===== config.mk =====
export PLATFORM = sky130hd
export DESIGN_NAME = servo_pwm_map_moving_average
export DESIGN_NICKNAME = d
export VERILOG_FILES = /design/src/rtl/spm_pkg.sv /design/src/rtl/spm_ram.sv /design/src/rtl/spm_sdiv.sv /design/src/rtl/spm_lane.sv /design/src/rtl/servo_pwm_map_moving_average.sv
export SDC_FILE = /design/constraint.sdc
export NUM_CORES = 2
export LEC_CHECK = 0
export ABC_CLOCK_PERIOD_IN_PS = 21800
export BUFFER_PORTS_ARGS = -buffer_cell sky130_fd_sc_hd__buf_2
export CAP_MARGIN = 20
export CORE_MARGIN = 4
export CORE_UTILIZATION = 65
export CTS_BUF_LIST = sky130_fd_sc_hd__clkbuf_8 sky130_fd_sc_hd__clkbuf_16
export DETAILED_ROUTE_END_ITERATION = 10
export PLACE_DENSITY_LB_ADDON = 0.05
export SYNTH_ARGS = -nofsm -noshare
export SYNTH_HDL_FRONTEND = slang
export SYNTH_HIERARCHICAL = 1
export SYNTH_SLANG_ARGS = --single-unit

===== constraint.sdc =====
create_clock -name i_clk -period 21.8 [get_ports i_clk]
set_clock_uncertainty 0.05 [all_clocks]
set_input_delay 2.18 -clock i_clk [delete_from_list [all_inputs] [get_ports i_clk]]
set_output_delay 2.18 -clock i_clk [all_outputs]
set_load 0.01 [all_outputs]

===== src/rtl/spm_pkg.sv =====
// ============================================================================
// spm_pkg - shared types and constants for the servo PWM mapper
// Word layouts, register indexes, window codes and the state encodings used
// by the mapper lanes and the top-level sequencer.
// ============================================================================
package spm_pkg;

    // Channel and field widths
    localparam int NCH      = 4;
    localparam int POS_W    = 12;
    localparam int PWM_W    = 16;
    localparam int PROD_W   = POS_W + PWM_W;
    localparam int DIV_W    = 12;
    localparam int MUL_STEPS = POS_W;

    // Configuration port
    localparam int CFG_IDX_W  = 3;
    localparam int CFG_DATA_W = 16;

    localparam logic [CFG_IDX_W-1:0] CFG_POT_LOW       = 3'd0;
    localparam logic [CFG_IDX_W-1:0] CFG_POT_HIGH      = 3'd1;
    localparam logic [CFG_IDX_W-1:0] CFG_PWM_LOW       = 3'd2;
    localparam logic [CFG_IDX_W-1:0] CFG_PWM_HIGH      = 3'd3;
    localparam logic [CFG_IDX_W-1:0] CFG_GRIP_PWM_HIGH = 3'd4;
    localparam logic [CFG_IDX_W-1:0] CFG_WINDOW_SELECT = 3'd5;

    // Window select codes and their lengths
    localparam logic [1:0] WSEL_NONE = 2'd0;
    localparam logic [1:0] WSEL_5    = 2'd1;
    localparam logic [1:0] WSEL_10   = 2'd2;
    localparam logic [1:0] WSEL_15   = 2'd3;

    localparam int WIN_5  = 5;
    localparam int WIN_10 = 10;
    localparam int WIN_15 = 15;

    // Reset values of the configuration registers
    localparam logic [POS_W-1:0] RST_POT_LOW       = 12'd0;
    localparam logic [POS_W-1:0] RST_POT_HIGH      = 12'd4095;
    localparam logic [PWM_W-1:0] RST_PWM_LOW       = 16'd1000;
    localparam logic [PWM_W-1:0] RST_PWM_HIGH      = 16'd2000;
    localparam logic [PWM_W-1:0] RST_GRIP_PWM_HIGH = 16'd1900;

    // Input word: four joint positions and the filter flag
    typedef struct packed {
        logic [POS_W-1:0] base_position;
        logic [POS_W-1:0] elbow_position;
        logic [POS_W-1:0] wrist_position;
        logic [POS_W-1:0] grip_position;
        logic             filter_enable;
    } t_in_word;

    // Output word: four PWM compare values
    typedef struct packed {
        logic [PWM_W-1:0] base_compare;
        logic [PWM_W-1:0] elbow_compare;
        logic [PWM_W-1:0] wrist_compare;
        logic [PWM_W-1:0] grip_compare;
    } t_out_word;

    // Commands from the sequencer to one lane
    typedef struct packed {
        logic start_map;
        logic start_avg;
    } t_lane_ctl;

    typedef enum logic [1:0] {
        LN_IDLE,
        LN_MUL,
        LN_DIVM,
        LN_DIVA
    } t_lane_state;

    typedef enum logic [1:0] {
        ST_IDLE,
        ST_MAP,
        ST_AVG,
        ST_DONE
    } t_spm_state;

endpackage


===== src/rtl/spm_ram.sv =====
// ============================================================================
// spm_ram - generic single-port-write, registered-read RAM
// One write and one read address per cycle; read data is registered and
// appears in the cycle after the read enable, holding until the next read.
// ============================================================================
module spm_ram #(
    parameter int WIDTH = 64,
    parameter int DEPTH = 15
) (
    input  logic                                  i_clk,
    input  logic                                  i_we,
    input  logic [(DEPTH > 1 ? $clog2(DEPTH) : 1)-1:0] i_waddr,
    input  logic [WIDTH-1:0]                      i_wdata,
    input  logic                                  i_re,
    input  logic [(DEPTH > 1 ? $clog2(DEPTH) : 1)-1:0] i_raddr,
    output logic [WIDTH-1:0]                      o_rdata
);

    logic [WIDTH-1:0] r_mem [DEPTH];
    logic [WIDTH-1:0] r_rdata;

    // Write port
    always_ff @(posedge i_clk) begin
        if (i_we) begin
            r_mem[i_waddr] <= i_wdata;
        end
    end

    // Registered read port
    always_ff @(posedge i_clk) begin
        if (i_re) begin
            r_rdata <= r_mem[i_raddr];
        end
    end

    assign o_rdata = r_rdata;

endmodule


===== src/rtl/spm_sdiv.sv =====
// ============================================================================
// spm_sdiv - bit-serial restoring divider
// Produces one quotient bit per cycle. The dividend shifts out of the top of
// the quotient register while quotient bits shift in at the bottom. The
// starting remainder must be below the divisor.
// ============================================================================
module spm_sdiv #(
    parameter int QW = 20,
    parameter int DW = 12
) (
    input  logic          i_clk,
    input  logic          i_rst_n,
    input  logic          i_start,
    input  logic [DW-1:0] i_rem_init,
    input  logic [QW-1:0] i_num,
    input  logic [DW-1:0] i_den,
    output logic          o_done,
    output logic [QW-1:0] o_quo
);

    localparam int CW = $clog2(QW);

    logic          r_busy;
    logic          r_done;
    logic [CW-1:0] r_cnt;
    logic [DW-1:0] r_rem;
    logic [DW-1:0] r_den;
    logic [QW-1:0] r_q;

    logic [DW:0]   trial;
    logic          qbit;
    logic [DW-1:0] rem_step;

    // One restoring step: bring down the next dividend bit and try the divisor
    always_comb begin
        trial    = {r_rem, r_q[QW-1]};
        qbit     = (trial >= {1'b0, r_den});
        rem_step = qbit ? DW'(trial - {1'b0, r_den}) : trial[DW-1:0];
    end

    // Control: count QW steps, pulse done after the last
    always_ff @(posedge i_clk) begin
        if (!i_rst_n) begin
            r_busy <= 1'b0;
            r_done <= 1'b0;
            r_cnt  <= '0;
        end else begin
            r_done <= 1'b0;
            if (i_start) begin
                r_busy <= 1'b1;
                r_cnt  <= '0;
            end else if (r_busy) begin
                r_cnt <= r_cnt + CW'(1);
                if (r_cnt == CW'(QW - 1)) begin
                    r_busy <= 1'b0;
                    r_done <= 1'b1;
                end
            end
        end
    end

    // Datapath: load operands, then shift one digit per cycle
    always_ff @(posedge i_clk) begin
        if (i_start) begin
            r_rem <= i_rem_init;
            r_q   <= i_num;
            r_den <= i_den;
        end else if (r_busy) begin
            r_rem <= rem_step;
            r_q   <= {r_q[QW-2:0], qbit};
        end
    end

    assign o_done = r_done;
    assign o_quo  = r_q;

endmodule


===== src/rtl/spm_lane.sv =====
// ============================================================================
// spm_lane - one servo channel: pot-to-PWM map and average divide
// Clamps the position at both pot limits, otherwise interpolates with a
// shift-add multiplier (one position bit per cycle) and the serial divider.
// The same divider later turns a running sum into an average.
// ============================================================================
module spm_lane #(
    parameter int SUMW = 20,
    parameter int FW   = 4
) (
    input  logic                           i_clk,
    input  logic                           i_rst_n,
    input  spm_pkg::t_lane_ctl             i_ctl,
    input  logic [spm_pkg::POS_W-1:0]      i_pos,
    input  logic [spm_pkg::POS_W-1:0]      i_pot_low,
    input  logic [spm_pkg::POS_W-1:0]      i_pot_high,
    input  logic [spm_pkg::PWM_W-1:0]      i_lo,
    input  logic [spm_pkg::PWM_W-1:0]      i_hi,
    input  logic [SUMW-1:0]                i_sum,
    input  logic [FW-1:0]                  i_fill,
    output logic                           o_done,
    output logic [spm_pkg::PWM_W-1:0]      o_result
);

    localparam int PW = spm_pkg::PROD_W;
    localparam int MW = spm_pkg::PWM_W;
    localparam int XW = spm_pkg::POS_W;
    localparam int DW = spm_pkg::DIV_W;
    localparam int KW = $clog2(spm_pkg::MUL_STEPS);

    spm_pkg::t_lane_state r_state, n_state;

    logic [PW-1:0] r_p, n_p;
    logic [MW-1:0] r_m, n_m;
    logic          r_neg, n_neg;
    logic [MW-1:0] r_lo, n_lo;
    logic [DW-1:0] r_den, n_den;
    logic [KW-1:0] r_cnt, n_cnt;
    logic          r_done, n_done;
    logic [MW-1:0] r_res, n_res;

    logic          at_low;
    logic          at_high;
    logic [MW:0]   acc_sum;
    logic [PW-1:0] p_next;
    logic          mul_last;
    logic [MW-1:0] map_res;
    logic [MW-1:0] avg_res;

    logic            div_start;
    logic [DW-1:0]   div_rem_init;
    logic [SUMW-1:0] div_num;
    logic [DW-1:0]   div_den;
    logic            div_done;
    logic [SUMW-1:0] div_quo;

    spm_sdiv #(
        .QW (SUMW),
        .DW (DW)
    ) u_div (
        .i_clk      (i_clk),
        .i_rst_n    (i_rst_n),
        .i_start    (div_start),
        .i_rem_init (div_rem_init),
        .i_num      (div_num),
        .i_den      (div_den),
        .o_done     (div_done),
        .o_quo      (div_quo)
    );

    // Shift-add multiply step, clamp tests and result forms
    always_comb begin
        at_low   = (i_pos <= i_pot_low);
        at_high  = (i_pos >= i_pot_high);
        acc_sum  = {1'b0, r_p[PW-1:XW]} + (r_p[0] ? {1'b0, r_m} : (MW + 1)'(0));
        p_next   = {acc_sum, r_p[XW-1:1]};
        mul_last = (r_cnt == KW'(spm_pkg::MUL_STEPS - 1));
        map_res  = r_neg ? (r_lo - div_quo[MW-1:0]) : (r_lo + div_quo[MW-1:0]);
        avg_res  = (div_quo > SUMW'(16'hFFFF)) ? 16'hFFFF : div_quo[MW-1:0];
    end

    // Lane sequencer: next state and divider launch
    always_comb begin
        n_state      = r_state;
        n_p          = r_p;
        n_m          = r_m;
        n_neg        = r_neg;
        n_lo         = r_lo;
        n_den        = r_den;
        n_cnt        = r_cnt;
        n_done       = r_done;
        n_res        = r_res;
        div_start    = 1'b0;
        div_rem_init = '0;
        div_num      = i_sum;
        div_den      = DW'(i_fill);
        unique case (r_state)
            spm_pkg::LN_IDLE: begin
                priority if (i_ctl.start_map) begin
                    n_done = 1'b0;
                    priority if (at_low) begin
                        n_res  = i_lo;
                        n_done = 1'b1;
                    end else if (at_high) begin
                        n_res  = i_hi;
                        n_done = 1'b1;
                    end else begin
                        n_p     = {MW'(0), i_pos - i_pot_low};
                        n_m     = (i_hi >= i_lo) ? (i_hi - i_lo) : (i_lo - i_hi);
                        n_neg   = (i_hi < i_lo);
                        n_lo    = i_lo;
                        n_den   = i_pot_high - i_pot_low;
                        n_cnt   = '0;
                        n_state = spm_pkg::LN_MUL;
                    end
                end else if (i_ctl.start_avg) begin
                    n_done    = 1'b0;
                    div_start = 1'b1;
                    n_state   = spm_pkg::LN_DIVA;
                end else begin
                    n_state = spm_pkg::LN_IDLE;
                end
            end
            spm_pkg::LN_MUL: begin
                n_p   = p_next;
                n_cnt = r_cnt + KW'(1);
                if (mul_last) begin
                    // Quotient fits 16 bits, so the bits above SUMW start as remainder
                    div_start    = 1'b1;
                    div_rem_init = DW'(p_next >> SUMW);
                    div_num      = SUMW'(p_next);
                    div_den      = r_den;
                    n_state      = spm_pkg::LN_DIVM;
                end
            end
            spm_pkg::LN_DIVM: begin
                if (div_done) begin
                    n_res   = map_res;
                    n_done  = 1'b1;
                    n_state = spm_pkg::LN_IDLE;
                end
            end
            spm_pkg::LN_DIVA: begin
                if (div_done) begin
                    n_res   = avg_res;
                    n_done  = 1'b1;
                    n_state = spm_pkg::LN_IDLE;
                end
            end
            default: begin
                n_state = spm_pkg::LN_IDLE;
            end
        endcase
    end

    // Control registers
    always_ff @(posedge i_clk) begin
        if (!i_rst_n) begin
            r_state <= spm_pkg::LN_IDLE;
            r_done  <= 1'b0;
        end else begin
            r_state <= n_state;
            r_done  <= n_done;
        end
    end

    // Datapath registers
    always_ff @(posedge i_clk) begin
        r_p   <= n_p;
        r_m   <= n_m;
        r_neg <= n_neg;
        r_lo  <= n_lo;
        r_den <= n_den;
        r_cnt <= n_cnt;
        r_res <= n_res;
    end

    assign o_done   = r_done;
    assign o_result = r_res;

endmodule


===== src/rtl/servo_pwm_map_moving_average.sv =====
// ============================================================================
// servo_pwm_map_moving_average - four-channel servo PWM mapper with averaging
// Maps pot readings onto PWM compare values and optionally smooths them with
// a running-sum moving average of window 5, 10 or 15.
// ============================================================================
// Each lane has a bit-serial path: a shift-add multiplier that consumes one
// position bit per cycle, then one serial divider that makes one quotient
// bit per cycle, used once for the interpolation and, when the word is
// averaged, once more for the average. The divider's quotient is SUMW bits,
// where SUMW = 16 + clog2(MAX_WINDOW) (SUMW = 20 at the default MAX_WINDOW).
// All four lanes run side by side; a clamped channel skips its multiply and
// its interpolation divide. One word is in flight at a time, and the next
// word is taken while the finished result waits in the output register.
// The sample history lives in a RAM with one row per ring slot; per-slot
// valid bits clear at reset, so no clearing pass is needed.
module servo_pwm_map_moving_average #(
    parameter int MAX_WINDOW   = 15,
    parameter int NUM_CHANNELS = 4
) (
    input  logic                              i_clk,
    input  logic                              i_rst_n,
    input  logic                              i_in_valid,
    output logic                              o_in_ready,
    input  spm_pkg::t_in_word                 i_in_data,
    output logic                              o_out_valid,
    input  logic                              i_out_ready,
    output spm_pkg::t_out_word                o_out_data,
    input  logic                              i_cfg_we,
    input  logic [spm_pkg::CFG_IDX_W-1:0]     i_cfg_index,
    input  logic [spm_pkg::CFG_DATA_W-1:0]    i_cfg_data
);

    localparam int NCH  = spm_pkg::NCH;
    localparam int MW   = spm_pkg::PWM_W;
    localparam int XW   = spm_pkg::POS_W;
    localparam int FILT = (NUM_CHANNELS < NCH) ? NUM_CHANNELS : NCH;
    localparam int AW   = (MAX_WINDOW > 1) ? $clog2(MAX_WINDOW) : 1;
    localparam int RW   = $clog2(MAX_WINDOW + 1);
    localparam int SUMW = MW + $clog2(MAX_WINDOW);
    localparam int W5   = (spm_pkg::WIN_5 > MAX_WINDOW) ? MAX_WINDOW : spm_pkg::WIN_5;
    localparam int W10  = (spm_pkg::WIN_10 > MAX_WINDOW) ? MAX_WINDOW : spm_pkg::WIN_10;
    localparam int W15  = (spm_pkg::WIN_15 > MAX_WINDOW) ? MAX_WINDOW : spm_pkg::WIN_15;

    // Configuration registers
    logic [XW-1:0] r_pot_low;
    logic [XW-1:0] r_pot_high;
    logic [MW-1:0] r_pwm_low;
    logic [MW-1:0] r_pwm_high;
    logic [MW-1:0] r_grip_pwm_high;
    logic [1:0]    r_window_select;

    // Sequencer and filter state
    spm_pkg::t_spm_state r_state, n_state;
    logic                r_filt;
    logic [AW-1:0]       r_slot;
    logic [RW-1:0]       r_ring;
    logic                r_slot_vld [MAX_WINDOW];
    logic                r_old_vld;
    logic [SUMW-1:0]     r_sum  [FILT];
    logic [RW-1:0]       r_fill [FILT];
    logic [SUMW-1:0]     n_sum  [FILT];
    logic [RW-1:0]       n_fill [FILT];
    logic [MW-1:0]       old_smp [FILT];

    // Output register
    logic               r_out_valid;
    spm_pkg::t_out_word r_out_data;

    // Sequencer strobes
    logic accept;
    logic do_update;
    logic do_load;
    logic all_done;

    logic [RW-1:0] win_len;

    // Lane interface
    spm_pkg::t_lane_ctl lane_ctl  [NCH];
    logic [XW-1:0]      lane_pos  [NCH];
    logic [MW-1:0]      lane_hi   [NCH];
    logic [SUMW-1:0]    lane_sum  [NCH];
    logic [RW-1:0]      lane_fill [NCH];
    logic [MW-1:0]      lane_res  [NCH];
    logic [NCH-1:0]     lane_done;

    // History RAM
    logic [FILT*MW-1:0] ram_wdata;
    logic [FILT*MW-1:0] ram_rdata;

    // Decode window length, capped at the history depth
    always_comb begin
        unique case (r_window_select)
            spm_pkg::WSEL_5:  win_len = RW'(W5);
            spm_pkg::WSEL_10: win_len = RW'(W10);
            spm_pkg::WSEL_15: win_len = RW'(W15);
            default:          win_len = '0;
        endcase
    end

    // Write configuration registers
    always_ff @(posedge i_clk) begin
        if (!i_rst_n) begin
            r_pot_low       <= spm_pkg::RST_POT_LOW;
            r_pot_high      <= spm_pkg::RST_POT_HIGH;
            r_pwm_low       <= spm_pkg::RST_PWM_LOW;
            r_pwm_high      <= spm_pkg::RST_PWM_HIGH;
            r_grip_pwm_high <= spm_pkg::RST_GRIP_PWM_HIGH;
            r_window_select <= spm_pkg::WSEL_NONE;
        end else if (i_cfg_we) begin
            unique case (i_cfg_index)
                spm_pkg::CFG_POT_LOW:       r_pot_low       <= i_cfg_data[XW-1:0];
                spm_pkg::CFG_POT_HIGH:      r_pot_high      <= i_cfg_data[XW-1:0];
                spm_pkg::CFG_PWM_LOW:       r_pwm_low       <= i_cfg_data;
                spm_pkg::CFG_PWM_HIGH:      r_pwm_high      <= i_cfg_data;
                spm_pkg::CFG_GRIP_PWM_HIGH: r_grip_pwm_high <= i_cfg_data;
                spm_pkg::CFG_WINDOW_SELECT: r_window_select <= i_cfg_data[1:0];
                default: begin
                end
            endcase
        end
    end

    // Route fields to lanes; the grip lane has its own upper limit
    always_comb begin
        lane_pos[0] = i_in_data.base_position;
        lane_pos[1] = i_in_data.elbow_position;
        lane_pos[2] = i_in_data.wrist_position;
        lane_pos[3] = i_in_data.grip_position;
        lane_hi[0]  = r_pwm_high;
        lane_hi[1]  = r_pwm_high;
        lane_hi[2]  = r_pwm_high;
        lane_hi[3]  = r_grip_pwm_high;
    end

    // Next running sum and fill count of each filtered channel
    always_comb begin
        for (int c = 0; c < FILT; c++) begin
            old_smp[c] = r_old_vld ? ram_rdata[c*MW +: MW] : '0;
            n_sum[c]   = r_sum[c] - SUMW'(old_smp[c]) + SUMW'(lane_res[c]);
            n_fill[c]  = (r_fill[c] < win_len) ? (r_fill[c] + RW'(1)) : win_len;
            ram_wdata[c*MW +: MW] = lane_res[c];
        end
    end

    genvar g;
    generate
        for (g = 0; g < NCH; g++) begin : g_lane
            assign lane_ctl[g].start_map = accept;
            if (g < FILT) begin : g_filt
                assign lane_ctl[g].start_avg = do_update;
                assign lane_sum[g]           = n_sum[g];
                assign lane_fill[g]          = n_fill[g];
            end else begin : g_pass
                assign lane_ctl[g].start_avg = 1'b0;
                assign lane_sum[g]           = '0;
                assign lane_fill[g]          = '0;
            end

            spm_lane #(
                .SUMW (SUMW),
                .FW   (RW)
            ) u_lane (
                .i_clk      (i_clk),
                .i_rst_n    (i_rst_n),
                .i_ctl      (lane_ctl[g]),
                .i_pos      (lane_pos[g]),
                .i_pot_low  (r_pot_low),
                .i_pot_high (r_pot_high),
                .i_lo       (r_pwm_low),
                .i_hi       (lane_hi[g]),
                .i_sum      (lane_sum[g]),
                .i_fill     (lane_fill[g]),
                .o_done     (lane_done[g]),
                .o_result   (lane_res[g])
            );
        end
    endgenerate

    assign all_done = &lane_done;

    spm_ram #(
        .WIDTH (FILT * MW),
        .DEPTH (MAX_WINDOW)
    ) u_hist (
        .i_clk   (i_clk),
        .i_we    (do_update),
        .i_waddr (r_slot),
        .i_wdata (ram_wdata),
        .i_re    (accept),
        .i_raddr (r_ring[AW-1:0]),
        .o_rdata (ram_rdata)
    );

    // Sequencer: next state and strobes
    always_comb begin
        n_state    = r_state;
        accept     = 1'b0;
        do_update  = 1'b0;
        do_load    = 1'b0;
        o_in_ready = 1'b0;
        unique case (r_state)
            spm_pkg::ST_IDLE: begin
                o_in_ready = 1'b1;
                if (i_in_valid) begin
                    accept  = 1'b1;
                    n_state = spm_pkg::ST_MAP;
                end
            end
            spm_pkg::ST_MAP: begin
                if (all_done) begin
                    if (r_filt) begin
                        do_update = 1'b1;
                        n_state   = spm_pkg::ST_AVG;
                    end else begin
                        n_state = spm_pkg::ST_DONE;
                    end
                end
            end
            spm_pkg::ST_AVG: begin
                if (all_done && (r_ring < win_len)) begin
                    n_state = spm_pkg::ST_DONE;
                end
            end
            spm_pkg::ST_DONE: begin
                if (!r_out_valid || i_out_ready) begin
                    do_load = 1'b1;
                    n_state = spm_pkg::ST_IDLE;
                end
            end
            default: begin
                n_state = spm_pkg::ST_IDLE;
            end
        endcase
    end

    // Sequencer and filter state registers
    always_ff @(posedge i_clk) begin
        if (!i_rst_n) begin
            r_state <= spm_pkg::ST_IDLE;
            r_ring  <= '0;
            for (int s = 0; s < MAX_WINDOW; s++) begin
                r_slot_vld[s] <= 1'b0;
            end
            for (int c = 0; c < FILT; c++) begin
                r_sum[c]  <= '0;
                r_fill[c] <= '0;
            end
        end else begin
            r_state <= n_state;
            if (do_update) begin
                r_slot_vld[r_slot] <= 1'b1;
                r_ring             <= RW'(r_slot) + RW'(1);
                for (int c = 0; c < FILT; c++) begin
                    r_sum[c]  <= n_sum[c];
                    r_fill[c] <= n_fill[c];
                end
            end else if ((r_state == spm_pkg::ST_AVG) && (r_ring >= win_len)) begin
                // Wrap the ring index modulo the window, one subtract per cycle
                r_ring <= r_ring - win_len;
            end
        end
    end

    // Hold the per-word filter decision and slot
    always_ff @(posedge i_clk) begin
        if (accept) begin
            r_filt    <= i_in_data.filter_enable && (win_len != '0);
            r_slot    <= r_ring[AW-1:0];
            r_old_vld <= r_slot_vld[r_ring[AW-1:0]];
        end
    end

    // Output register: load the finished word, drop it once taken
    always_ff @(posedge i_clk) begin
        if (!i_rst_n) begin
            r_out_valid <= 1'b0;
        end else if (do_load) begin
            r_out_valid <= 1'b1;
        end else if (i_out_ready) begin
            r_out_valid <= 1'b0;
        end
    end

    always_ff @(posedge i_clk) begin
        if (do_load) begin
            r_out_data.base_compare  <= lane_res[0];
            r_out_data.elbow_compare <= lane_res[1];
            r_out_data.wrist_compare <= lane_res[2];
            r_out_data.grip_compare  <= lane_res[3];
        end
    end

    assign o_out_valid = r_out_valid;
    assign o_out_data  = r_out_data;

endmodule

Word level (Yosys, flattened, before mapping)
Memory sizes are Yosys's and may differ from the RTL's. A register that Yosys moved wholly into a read port is not among the register bits.
Cells that the tools add are included.
{"block": "classes", "n_addsub": 47, "n_lt_le_gt_ge": 26, "n_eq_ne": 79, "mux": 228, "n_bitwise": 21, "reduce_logical": 75}
{"cell": "16-bit two-way mux", "n": 38}
{"cell": "20-bit two-way mux", "n": 20}
{"cell": "28-bit two-way mux", "n": 12}
{"cell": "28-bit case mux with 2 select lines", "n": 4}
{"cell": "12-bit two-way mux", "n": 16}
{"cell": "16-bit case mux with 3 select lines", "n": 4}
{"cell": "16-bit subtractor", "n": 8}
{"cell": "4-bit two-way mux", "n": 31}
{"cell": "12-bit subtractor", "n": 9}
{"cell": "20-bit by 16-bit adder with 20-bit output", "n": 4}
{"cell": "20-bit by 16-bit greater-than comparator with 1-bit output (second input constant)", "n": 4}
{"cell": "20-bit by 16-bit subtractor with 20-bit output", "n": 4}
{"cell": "16-bit by 17-bit adder with 17-bit output", "n": 4}
{"cell": "16-bit adder", "n": 4}
{"cell": "1-bit two-way mux", "n": 56}
{"cell": "4-bit AND reduction", "n": 14}
{"cell": "13-bit by 12-bit greater-or-equal comparator with 1-bit output", "n": 4}
{"cell": "2-bit two-way mux", "n": 25}
{"cell": "12-bit greater-or-equal comparator", "n": 4}
{"cell": "12-bit less-or-equal comparator", "n": 4}
{"cell": "2-bit inequality test (second input constant)", "n": 24}
{"cell": "4-bit by 1-bit adder with 4-bit output (second input constant)", "n": 9}
{"cell": "3-bit inequality test (second input constant)", "n": 12}
{"cell": "16-bit greater-or-equal comparator", "n": 2}
{"cell": "36 further kinds", "n": 160}
{"block": "totals", "register_bits": 738, "ram_bits": 1071, "in_bits": 73, "output_inout_bits": 66, "wordCells": 559, "n_memories": 4}
{"name": "u_hist.r_mem", "depth": 15, "width": 64, "rd": 1, "rd_ports_with_merged_regs": 1, "wr": 1, "line_no": "spm_ram.sv:19", "rtl": "logic [WIDTH-1:0] r_mem [DEPTH];"}
{"name": "r_sum", "depth": 4, "width": 20, "rd": 4, "rd_ports_with_merged_regs": 0, "wr": 4, "line_no": "servo_pwm_map_moving_average.sv:59", "rtl": "logic [SUMW-1:0] r_sum [FILT];"}
{"name": "r_fill", "depth": 4, "width": 4, "rd": 4, "rd_ports_with_merged_regs": 0, "wr": 4, "line_no": "servo_pwm_map_moving_average.sv:60", "rtl": "logic [RW-1:0] r_fill [FILT];"}
{"name": "r_slot_vld", "depth": 15, "width": 1, "rd": 1, "rd_ports_with_merged_regs": 1, "wr": 15, "line_no": "servo_pwm_map_moving_average.sv:57", "rtl": "logic r_slot_vld [MAX_WINDOW];"}

Logic depth before layout (Yosys ltp)
{"block": "logic_depth", "depth_word": 8, "ltp_mapped": 17, "depth_no_buf": 15}

Hierarchy
The synthesis kept the hierarchy.
{"mod": "spm_ram", "n_inst": 1, "cells_each": 1756, "area_each_um2": 38280.5, "seq_area_each_um2": 30749.5}
{"mod": "spm_lane at g_lane[0].u_lane ...", "n_inst": 2, "cells_each": 1025, "area_each_um2": 8812.2, "seq_area_each_um2": 2852.7}
{"mod": "servo_pwm_map_moving_average", "n_inst": 1, "cells_each": 1813, "area_each_um2": 17008.8, "seq_area_each_um2": 6926.6}
{"mod": "spm_lane at g_lane[2].u_lane", "n_inst": 1, "cells_each": 1006, "area_each_um2": 8944.8, "seq_area_each_um2": 2852.7}
{"mod": "spm_lane at g_lane[3].u_lane", "n_inst": 1, "cells_each": 1014, "area_each_um2": 8753.4, "seq_area_each_um2": 2852.7}
{"mod": "spm_sdiv at g_lane[0].u_lane.u_div ...", "n_inst": 2, "cells_each": 237, "area_each_um2": 2815.2, "seq_area_each_um2": 1461.4}
{"mod": "spm_sdiv at g_lane[2].u_lane.u_div ...", "n_inst": 2, "cells_each": 235, "area_each_um2": 2795.2, "seq_area_each_um2": 1461.4}

Worst setup path after synthesis
Ideal clock, no wire load.
{"block": "synth_path", "kind": "input to register", "start": "input port i_in_valid", "end": "register g_lane[3].u_lane.r_den[0] (enable)", "setup_time_ns": 0.503, "t_arrival_ns": 7.629, "t_required_ns": 21.247, "path_slack_ns": 13.618, "stages": 3, "n_path_buf": 0, "path_cell_list": "and2_1 -> o211ai_1 -> nor3_1"}
{"block": "synth_via", "elab_chain_cells": 3}
{"item": "start: declaration", "line_no": "servo_pwm_map_moving_average.sv:22", "rtl": "input logic i_in_valid,"}
{"item": "1-bit two-way mux", "line_no": "servo_pwm_map_moving_average.sv:204", "rtl": "if (i_in_valid) begin"}
{"item": "1-bit two-way mux", "line_no": "servo_pwm_map_moving_average.sv:201", "rtl": "unique case (r_state)"}
{"item": "4-bit AND reduction (no source line)"}
{"item": "end signal: assignment", "line_no": "spm_lane.sv:173", "rtl": "r_den <= n_den;"}
{"item": "end: declaration", "line_no": "spm_lane.sv:37", "rtl": "logic [DW-1:0] r_den, n_den;"}
Every way passes these cells.
A chain may end at the register's enable or synchronous reset.

Worst setup path after layout
{"block": "layout_path", "start": "register g_lane[3].u_lane.r_done", "end": "memory u_hist.r_mem[5][32] (enable)"}
{"block": "layout_via", "elab_chain_cells": 5}
{"item": "start: declaration", "line_no": "spm_lane.sv:39", "rtl": "logic r_done, n_done;"}
{"item": "start signal: assignment", "line_no": "spm_lane.sv:163", "rtl": "r_done <= n_done;"}
{"item": "4-bit AND reduction", "line_no": "servo_pwm_map_moving_average.sv:179", "rtl": "assign all_done = &lane_done;"}
{"item": "1-bit two-way mux", "line_no": "servo_pwm_map_moving_average.sv:210", "rtl": "if (all_done) begin"}
{"item": "1-bit two-way mux", "line_no": "servo_pwm_map_moving_average.sv:201"}
{"item": "1-bit two-way mux", "line_no": "spm_ram.sv:24", "rtl": "if (i_we) begin"}
{"item": "1-bit two-way mux (not written as such)", "line_no": "spm_ram.sv:25", "rtl": "r_mem[i_waddr] <= i_wdata;"}
{"item": "end: declaration", "line_no": "spm_ram.sv:19"}
Every way passes these cells.

==> reports/results.ini <==
[timing]
relSlewSlack=0.229
finalWorstSetupSlack_ns=16.50
post-route-period-util=0.243
rsz0062_at_grt=false
fin_crit_ns=5.30
tns_ns=0
maxSlewViolCount=0
tightest_slew_ns=1.16
clock.fmax_mhz=189
setup_viol=0
hold_violations=0
fin_hold_ws_ns=0.412

[cts]
clk_path_buf_depth=3
cts_made_buffers=188
post_cts_resized=0
cts.htree.levels=4
clock_sinks=1875
post_cts_buffers=0
ctsHoldBuffers=0
cts_tree=done
cts-root-buf=clkbuf_16
clk_pin_slew_ns=0.06
clock_latency_ns=0.86

[yosys]
synthCells=8583
async_flop_share=0
seq_area_frac_synth=0.539
ys_warn_count=6
yosysUniqueCellTypes=123
synth-seq-cells=1875
syn_avg_cell_area_um2=11.9
syn-cell-area_um2=102000
ys.flop_type=edfxtp_1
synth_edf_count=1738

[grt]
grt_pass1_wl_um=424000
grtUsageTotal=0.345
grt_start_max_net_pins=133
first_global_vias=68000
grt.overflow.total=0
antenna_found_initial=10

[routing]
drt-initial-drc-count=8753
wire_per_inst_um=26.0
drt_pass1_iterations=6
via_per_inst=6.47
wl_um=283000
vias=70600
route.detailed.drc=0
ant_nets=0

[worst_hold_path]
hold_depth=1
hp-class=register to register

[worst_setup_path]
cp-start-kind=register
worstPathMaxFanout=43
critPathRequiredTime_ns=22.20
slowest_stage=nor2_4
crit_chain=and4_1, nand3_2, inv_2, buf_4, nand3b_1, nor2_4, buf_4
r2r_cells=7
crit_path_frequent_cell=buf_4
path_class=register to register
cp_data_arrival_time_ns=5.70
endpoint_kind=register
crit_path_max_incr_delay_ns=0.88

[die]
ioPinCount=139
design.die.area_um2=163000
row_count=144
chipWidth_um=404
die_y_um=404
core-area_um2=155000
initial_utilization=0.657

[pwr]
leakagePower_nw=41.9
irDropWorstVdd_v=0.0000798
pwr_density_cell_nw_per_um2=101

[cells_and_area]
drive_gt1_frac=0.110
fin_util=0.716
area_growth_pct=8.92
final_cells=10900
finalNetCount=9417

[place]
placed_cells=10500
port-buffer-count=138
detailed_place_hpwl_um=190000
place_congestion=0.936
pre_cts_ws_ns=15.93

[status]
status=finished, final reports clean

[job]
drv_cap=0

==> sequential cells by signal, indices dropped and copies added, names as in the netlist, 20 cells and up <==
| signal | cells |
|---|---|
| g_lane.u_lane/u_div/o_quo | 80 |
| g_lane.u_lane/u_div/r_den | 48 |
| u_hist/o_rdata | 64 |
| g_lane.u_lane/u_div/r_cnt | 20 |
| g_lane.u_lane/r_m | 64 |
| g_lane.u_lane/u_div/r_rem | 48 |
| g_lane.u_lane/r_p | 112 |
| g_lane.u_lane/o_result | 64 |
| g_lane.u_lane/r_den | 48 |
| g_lane.u_lane/r_lo | 64 |
| r_sum | 80 |
| u_hist/r_mem | 960 |
| o_out_data | 64 |
==> cells in the mapped netlist, drive strengths merged, types with 42 or more instances <==
master | count | area (um^2)
a21o | 149 | 1120
xor2 | 151 | 1320
mux2 | 115 | 1300
ha | 556 | 6960
inv | 728 | 2730
nor3 | 147 | 757
a21oi | 555 | 2880
a31oi | 55 | 357
xnor2 | 229 | 2010
or3 | 42 | 268
fa | 93 | 1860
a211oi | 81 | 623
o211ai | 101 | 793
mux4 | 183 | 4120
nand4 | 56 | 369
and2 | 207 | 1290
and3 | 67 | 419
nand3 | 128 | 653
o21ai | 371 | 1870
nor2 | 525 | 1970
o21a | 81 | 608
a22oi | 71 | 533
buf | 144 | 937
nor2b | 123 | 769
nand2b | 88 | 551
mux2i | 179 | 1790
clkbuf | 196 | 756
nand2 | 772 | 2910
edfxtp | 1738 | 52200
dfxtp | 137 | 2740
==> cells in the final DEF, fill, tap and decap left out, drive strengths merged, types with 151 or more instances in the layout <==
master	n
edfxtp	1738
inv	774
nand2	772
ha	556
a21oi	555
nor2	525
o21ai	371
buf	250
xnor2	229
and2	207
clkbuf	197
mux4	183
mux2i	179
xor2	151
==> metrics by stage <==
| stage | area [um^2] | power [mW] |
|---|---|---|
| finish | 111000 | 11.2 |
| global route | 111000 | 11.8 |
| CTS | 111000 | 11.2 |
| detailed placement | 105000 | 7.94 |
| global placement | 105000 | 7.87 |
| floorplan | 102000 | 6.99 |
==> kinds of logic after synthesis <==
| family | share of synthesized area |
|---|---|
| compound gates | 0.117 |
| flops | 0.539 |
| fa+ha+maj | 0.0866 |
| other cells | 0.000147 |
| buf+inv | 0.0435 |
| xor+xnor | 0.0327 |
| simple gates | 0.110 |
| mux | 0.0708 |
==> cell type report <==
type | count | area [um^2]
flip-flops and latches | 1875 | 54900
fillers | 10700 | 44000
multi-input cells | 5652 | 42700
clock buffers | 197 | 4840
inverters | 728 | 2730
well taps | 2044 | 2560
repair buffers | 250 | 1630
clock inverters | 155 | 1460
diodes | 3 | 7.51
==> report_power, final <==
part | switching [mW] | total, mW | internal, mW
combinational | 2.09 | 3.39 | 1.29
sequential | 0.272 | 4.60 | 4.33
clock | 1.44 | 3.26 | 1.82
==> final timing paths <==
path,start,to,slack [ns]
worst min-delay path,r_slot_vld[15],r_slot_vld[15],0.41
worst max register to register,g_lane[3].u_lane/o_done,u_hist/r_mem[5][32],16.50
worst max-delay path,g_lane[3].u_lane/o_done,u_hist/r_mem[5][32],16.50
worst min register to register,r_slot_vld[15],r_slot_vld[15],0.41
==> layer usage <==
layer	routed length (um)	GRT usage	vias to the layer above	share of wire
met1	116000	0.501	34700	0.41
met2	130000	0.540	3648	0.46
met5	58	0	-	0.00020
met3	27900	0.0544	527	0.099
met4	9540	0.110	8	0.034
li1	-	-	31700	-
==> critical path: cells and delay by family, from the launching register on <==
family	cells	cell delay (ns)
buffers and inverters	3	1.88
flip-flops	1	0.48
AND/OR/NAND/NOR	4	2.40
(Power assumes the default switching activity.)
